### config.mk
export PLATFORM = sky130hd
export DESIGN_NAME = csp_cfg
export DESIGN_NICKNAME = d
export VERILOG_FILES = /design/src/rtl/csp_pkg.sv /design/src/rtl/csp_cfg.sv
export SDC_FILE = /design/constraint.sdc
export NUM_CORES = 2
export LEC_CHECK = 0
export ABC_AREA = 0
export CORE_ASPECT_RATIO = 1.4
export CORE_MARGIN = 2
export CORE_UTILIZATION = 55
export CTS_CLUSTER_DIAMETER = 50
export CTS_CLUSTER_SIZE = 24
export DETAILED_ROUTE_END_ITERATION = 7
export DONT_BUFFER_PORTS = 1
export HOLD_SLACK_MARGIN = 0.08
export PLACE_DENSITY = 0.67
export REMOVE_ABC_BUFFERS = 1
export SLEW_MARGIN = 20
export SYNTH_ARGS = -nofsm -noshare
export SYNTH_HDL_FRONTEND = slang
export SYNTH_SLANG_ARGS = --single-unit
### constraint.sdc
create_clock -name clk_i -period 13.95 [get_ports clk_i]
set_clock_uncertainty 0.2 [all_clocks]
set_input_delay 0.6975 -clock clk_i [delete_from_list [all_inputs] [get_ports clk_i]]
set_output_delay 0.6975 -clock clk_i [all_outputs]
set_load 0.01 [all_outputs]
### src/rtl/csp_pkg.sv
`timescale 1ns / 1ps

package csp_pkg;

  localparam int COORD_BITS      = 16;
  localparam int PARAM_FRAC_BITS = 15;
  localparam int GUARD_BITS      = 8;
  localparam int NUM_AXES        = 3;
  localparam int NUM_POINTS      = 4;

  localparam int PARAM_BITS = PARAM_FRAC_BITS + 1;
  localparam int VEL_BITS   = COORD_BITS + 4;
  localparam int CFG_BITS   = NUM_AXES * COORD_BITS;
  localparam int CFG_IDX_BITS = 3;
  localparam int COEF_BITS  = COORD_BITS + 8;
  localparam int ACC_BITS   = COEF_BITS + GUARD_BITS;
  localparam int PROD_BITS  = ACC_BITS + PARAM_BITS + 1;

  localparam int NUM_STAGES = 10;
  localparam int STG_PROD1  = 3;
  localparam int STG_ACC2   = 4;
  localparam int STG_PROD2  = 5;
  localparam int STG_ACC3   = 6;
  localparam int STG_PROD3  = 7;
  localparam int STG_ACC4   = 8;
  localparam int STG_OUT    = 9;

  localparam logic [PARAM_BITS-1:0] T_ONE = PARAM_BITS'(1) << PARAM_FRAC_BITS;

  typedef enum logic [CFG_IDX_BITS-1:0] {
    REG_CURVE_FORM = 3'd0,
    REG_POINT_A    = 3'd1,
    REG_POINT_B    = 3'd2,
    REG_POINT_C    = 3'd3,
    REG_POINT_D    = 3'd4
  } reg_idx_e;

  typedef enum logic {
    FORM_HERMITE = 1'b0,
    FORM_BEZIER  = 1'b1
  } curve_form_e;

  typedef logic signed [COEF_BITS-1:0] coef_t;
  typedef logic signed [ACC_BITS-1:0]  acc_t;
  typedef logic signed [PROD_BITS-1:0] prod_t;

  typedef struct packed {
    coef_t a;
    coef_t a3;
    coef_t b;
    coef_t b2;
    coef_t c;
    coef_t d;
  } axis_coef_t;

  typedef struct packed {
    logic [NUM_STAGES-1:0] load;
  } stage_ctl_t;

  localparam prod_t PROD_HALF = PROD_BITS'(1) <<< (PARAM_FRAC_BITS - 1);
  localparam acc_t  ACC_HALF  = ACC_BITS'(1) <<< (GUARD_BITS - 1);
  localparam acc_t  POS_HI    = ACC_BITS'((1 <<< (COORD_BITS - 1)) - 1);
  localparam acc_t  POS_LO    = -POS_HI - ACC_BITS'(1);
  localparam acc_t  VEL_HI    = ACC_BITS'((1 <<< (VEL_BITS - 1)) - 1);
  localparam acc_t  VEL_LO    = -VEL_HI - ACC_BITS'(1);

  function automatic acc_t to_guard(input coef_t c);
    return ACC_BITS'(c) <<< GUARD_BITS;
  endfunction

  function automatic acc_t drop_frac(input prod_t p);
    prod_t r;
    r = (p + PROD_HALF) >>> PARAM_FRAC_BITS;
    return r[ACC_BITS-1:0];
  endfunction

  function automatic logic signed [COORD_BITS-1:0] sat_pos(input acc_t acc);
    acc_t r;
    r = (acc + ACC_HALF) >>> GUARD_BITS;
    if (r > POS_HI) begin
      return POS_HI[COORD_BITS-1:0];
    end else if (r < POS_LO) begin
      return POS_LO[COORD_BITS-1:0];
    end
    return r[COORD_BITS-1:0];
  endfunction

  function automatic logic signed [VEL_BITS-1:0] sat_vel(input acc_t acc);
    acc_t r;
    r = (acc + ACC_HALF) >>> GUARD_BITS;
    if (r > VEL_HI) begin
      return VEL_HI[VEL_BITS-1:0];
    end else if (r < VEL_LO) begin
      return VEL_LO[VEL_BITS-1:0];
    end
    return r[VEL_BITS-1:0];
  endfunction

endpackage

### src/rtl/csp_cfg.sv
`timescale 1ns / 1ps

module csp_cfg (
  input  logic                                   clk_i,
  input  logic                                   rst_ni,
  input  logic                                   cfg_we_i,
  input  logic [csp_pkg::CFG_IDX_BITS-1:0]       cfg_idx_i,
  input  logic [csp_pkg::CFG_BITS-1:0]           cfg_data_i,
  output csp_pkg::axis_coef_t [csp_pkg::NUM_AXES-1:0] coef_o
);
  import csp_pkg::*;

  curve_form_e         form_q;
  logic [CFG_BITS-1:0] pt_q [NUM_POINTS];

  coef_t p0_d [NUM_AXES];
  coef_t p1_d [NUM_AXES];
  coef_t m0_d [NUM_AXES];
  coef_t m1_d [NUM_AXES];
  coef_t p0_q [NUM_AXES];
  coef_t p1_q [NUM_AXES];
  coef_t m0_q [NUM_AXES];
  coef_t m1_q [NUM_AXES];

  axis_coef_t [NUM_AXES-1:0] coef_d;
  axis_coef_t [NUM_AXES-1:0] coef_q;

  always_ff @(posedge clk_i or negedge rst_ni) begin
    if (!rst_ni) begin
      form_q <= FORM_HERMITE;
      for (int k = 0; k < NUM_POINTS; k++) begin
        pt_q[k] <= '0;
      end
    end else if (cfg_we_i) begin
      case (cfg_idx_i)
        REG_CURVE_FORM: form_q   <= curve_form_e'(cfg_data_i[0]);
        REG_POINT_A:    pt_q[0]  <= cfg_data_i;
        REG_POINT_B:    pt_q[1]  <= cfg_data_i;
        REG_POINT_C:    pt_q[2]  <= cfg_data_i;
        REG_POINT_D:    pt_q[3]  <= cfg_data_i;
        default: ;
      endcase
    end
  end

  always_comb begin
    coef_t q0, q1, q2, q3, d10, d32;
    for (int ax = 0; ax < NUM_AXES; ax++) begin
      q0 = COEF_BITS'(signed'(pt_q[0][ax*COORD_BITS +: COORD_BITS]));
      q1 = COEF_BITS'(signed'(pt_q[1][ax*COORD_BITS +: COORD_BITS]));
      q2 = COEF_BITS'(signed'(pt_q[2][ax*COORD_BITS +: COORD_BITS]));
      q3 = COEF_BITS'(signed'(pt_q[3][ax*COORD_BITS +: COORD_BITS]));
      d10 = q1 - q0;
      d32 = q3 - q2;
      p0_d[ax] = q0;
      if (form_q == FORM_BEZIER) begin
        p1_d[ax] = q3;
        m0_d[ax] = d10 + (d10 <<< 1);
        m1_d[ax] = d32 + (d32 <<< 1);
      end else begin
        p1_d[ax] = q1;
        m0_d[ax] = q2;
        m1_d[ax] = q3;
      end
    end
  end

  always_comb begin
    coef_t dp, b;
    for (int ax = 0; ax < NUM_AXES; ax++) begin
      dp = p0_q[ax] - p1_q[ax];
      b  = -(dp + (dp <<< 1)) - (m0_q[ax] <<< 1) - m1_q[ax];
      coef_d[ax].a  = (dp <<< 1) + m0_q[ax] + m1_q[ax];
      coef_d[ax].a3 = (dp <<< 2) + (dp <<< 1) + (m0_q[ax] <<< 1) + m0_q[ax]
                      + (m1_q[ax] <<< 1) + m1_q[ax];
      coef_d[ax].b  = b;
      coef_d[ax].b2 = b <<< 1;
      coef_d[ax].c  = m0_q[ax];
      coef_d[ax].d  = p0_q[ax];
    end
  end

  always_ff @(posedge clk_i or negedge rst_ni) begin
    if (!rst_ni) begin
      for (int ax = 0; ax < NUM_AXES; ax++) begin
        p0_q[ax] <= '0;
        p1_q[ax] <= '0;
        m0_q[ax] <= '0;
        m1_q[ax] <= '0;
      end
      coef_q <= '0;
    end else begin
      for (int ax = 0; ax < NUM_AXES; ax++) begin
        p0_q[ax] <= p0_d[ax];
        p1_q[ax] <= p1_d[ax];
        m0_q[ax] <= m0_d[ax];
        m1_q[ax] <= m1_d[ax];
      end
      coef_q <= coef_d;
    end
  end

  assign coef_o = coef_q;

endmodule

==> flow_summary.yaml <==
outcome:
  status: "finished clean"
critical_path:
  cp_cell_sequence: "inv_1, ha_1, inv_1, fa_1, a21oi_1, o21ai_1, o22ai_1, o21ai_0, xor2_1, fa_1, inv_1, fa_1, fa_1, inv_1, ha_1, a21o_1, a21oi_1, nand2_1, a31oi_1, o21ai_1, o41a_1, o41ai_1, o21ai_0, xnor2_1"
  cp_max_fo: 4
  cp.arrival_ps: 7050
  cp.required_ps: 14290
  critPathKind: "flip-flop to flip-flop"
  start_kind: "flip-flop"
  critPathBufInv: 4
  cpMaxStageDelayCell: "fa_1"
  cp-end-kind: "flip-flop"
  max_stage_delay_ps: 490
  path_delay_family: "compound AO/OA/AOI/OAI gates"
final_layout:
  register_area_sq_mm: 0.0180
  nFillCells: 8404
  syn_to_final_growth_pct: 7.35
  fin_nets: 6323
  layout_common_cells: "inv_1 (1038), dfrtp_1 (720), ha_1 (522), fa_1 (444), xnor2_1 (286)"
  antenna_cells: 0
  layout-drive-gt1-share_pct: 7.87
  multi_input_area_sq_mm: 0.0317
  mostFrequentLayoutCell: "inv_1"
yosys:
  synth_edf_count: 0
  ys_warn_count: 0
  ys_seq_area_share_pct: 33.0
  ys_async_sr_fraction_pct: 100
  ys.flop_type: "dfrtp_1"
  netlist_instances: 5336
  synth.avg_cell_area_sq_um: 10.2
  synth_area_sq_mm: 0.0547
  synth_cell_type_count: 82
  ys_ff_latch: 721
clock_tree:
  clock-root-buffer: "clkbuf_16"
  cts_setup_buffers: 0
  cts.sinks: 721
  cts_resized: 0
  clk_path_buf_depth: 3
  path_clk_slew_ps: 80
  cts_tree: "yes"
  cts_inserted_buffers: 73
  clock_latency_ps: 680
  cts_max_level: 3
sta:
  rsz0062_at_grt: "no"
  fin_crit_sh_pct: 48.1
  setup_viol: 0
  timing.final.crit_period_ps: 6710
  max_freq_ghz: 0.149
  tightest_slew_ps: 1060
  tns_ps: 0
  slew_headroom_pct: 29.4
  final-hold-violation-count: 0
  slew_viol_final: 0
floorplanning:
  rows: 136
  fp.dieArea_sq_mm: 0.102
  core_sq_mm: 0.0984
  start_util_pct: 55.6
  ioPinCount: 486
  die_w_microns: 270
  dieHeight_microns: 377
route:
  drt.antenna.violating_nets: 0
  via_count: 36575
  wl_mm: 129
  drc_errors: 0
  initialDrtViolationCount: 1852
  dr.pass1.iters: 7
  wl_per_cell_microns: 19.3
  routed_via_density: 5.48
placed_design:
  port_buffers: 0
  place_congestion: 0.902
  dp.final_hpwl_mm: 100
worst_hold_path:
  hold_class: "input pin to flip-flop"
global_route:
  grt_first_pass_wirelength_mm: 207
  grt_max_degree: 722
  grt-ovfl-total: 0
  antenna_found_initial: 10
  grt_pass1_vias: 38513
  track_usage_pct: 25.8
flow_run:
  maxCapViolations: 0
==> repair_timing <==
action | 4_1_cts | 5_1_grt
hold buffers | 48 | 1
setup endpoints to repair | 0 | 0
endpoints found under the hold margin | 914 | 145
==> registers in the layout, summed over array words and instances (netlist names) <==
signal and flops:
coef_d 105, coef_o 318, form_q 1, m1_q 57
p0_d 48, p1_q 48, pt_q 144
==> Yosys cell counts (12+ instances only) <==
master / instances / share of area, %
o31ai_1: 38 / 0.52
o2111ai_1: 14 / 0.22
ha_1: 522 / 12
nand2_1: 234 / 1.6
inv_1: 1039 / 7.1
o21bai_1: 29 / 0.40
o211ai_1: 24 / 0.33
o21ai_0: 185 / 1.7
nor3_1: 88 / 0.81
xor2_1: 67 / 1.1
clkbuf_1: 49 / 0.34
nand3_1: 75 / 0.69
a211o_1: 15 / 0.24
o21a_1: 60 / 0.82
a21oi_1: 248 / 2.3
nor2b_1: 62 / 0.71
nand2b_1: 45 / 0.52
a21boi_1: 17 / 0.23
a21o_1: 88 / 1.2
fa_1: 444 / 16
or2_2: 21 / 0.24
and2_1: 15 / 0.17
and3_1: 40 / 0.46
nor2_1: 240 / 1.6
a211oi_1: 22 / 0.30
buf_4: 114 / 1.6
mux2_2: 218 / 4.5
xnor2_1: 286 / 4.6
o21ai_1: 23 / 0.21
a311oi_1: 12 / 0.19
or3_1: 29 / 0.33
a21boi_0: 17 / 0.23
dfrtp_1: 721 / 33
nand3b_1: 15 / 0.21
a31oi_1: 35 / 0.40
==> layout make-up <==
type                    instances  share of cell area (%)
well taps                    1311                    2.80
multi-input cells            3402                    54.0
clock buffers                  76                    3.20
repair buffers                 60                    1.17
inverters                    1045                    6.69
flip-flops and latches        721                    30.8
clock inverters                60                    1.42
==> kinds of logic after synthesis <==
family	Yosys count	synth area share [%]
AOI/OAI and AO/OA	936	11.2
xor gates and xnor gates	355	5.73
adders and majority gates	966	28.2
buffers and inverters	1215	9.13
DFF	721	33.0
muxes	225	4.62
other	1	0.00686
and+or+nand+nor	917	8.09
==> final timing paths <==
kind | start | end | slack (ps) | cells after the start
setup / recovery | coef_d[288] | coef_o[407] | 7240 | 24
hold / removal | cfg_idx_i[2] | pt_q[32] | 130 | 2
setup reg to reg | coef_d[288] | coef_o[407] | 7240 | 24
hold reg to reg | p0_d[34] | coef_d[154] | 170 | 0
max in group asynchronous | rst_ni | coef_o[259] | 10660 | 4
min in group asynchronous | rst_ni | coef_o[91] | 390 | 1
==> layer usage <==
metal | routed length, microns | track usage [%] | vias up
li1 | - | - | 17372
met1 | 51900 | 30.8 | 18170
met2 | 66800 | 46.9 | 768
met3 | 5170 | 3.38 | 257
met4 | 5080 | 10.5 | 8
met5 | 54 | 0 | -
==> worst register-to-register path, cell delays in order (launching register included) <==
cell     delay, ps
dfrtp_1        380
inv_1           60
ha_1           160
inv_1           60
fa_1           400
a21oi_1        210
o21ai_1        190
o22ai_1        390
o21ai_0        180
xor2_1         410
fa_1           490
inv_1           90
fa_1           400
fa_1           480
inv_1           50
ha_1           320
a21o_1         170
a21oi_1        230
nand2_1         80
a31oi_1        310
o21ai_1        200
o41a_1         370
o41ai_1        410
o21ai_0        190
xnor2_1        150
==> through the flow <==
step | hold slack [ps] | setup WS (ps) | util [%] | std cells | cell area (sq um)
floorplan | 154 | 7100 | - | 5168 | 53600
global placement | 158 | 7370 | 56.3 | 6485 | 55300
detailed placement | 160 | 7320 | 56.3 | 6485 | 55300
CTS | -505 | 7290 | 59.5 | 6669 | 58500
global route | 137 | 6830 | 59.7 | 6675 | 58700
finish | 130 | 7240 | 59.7 | 6675 | 58700
Power is not shown: default switching activity piles up to over one toggle a cycle in this logic, so the estimate is an artifact.
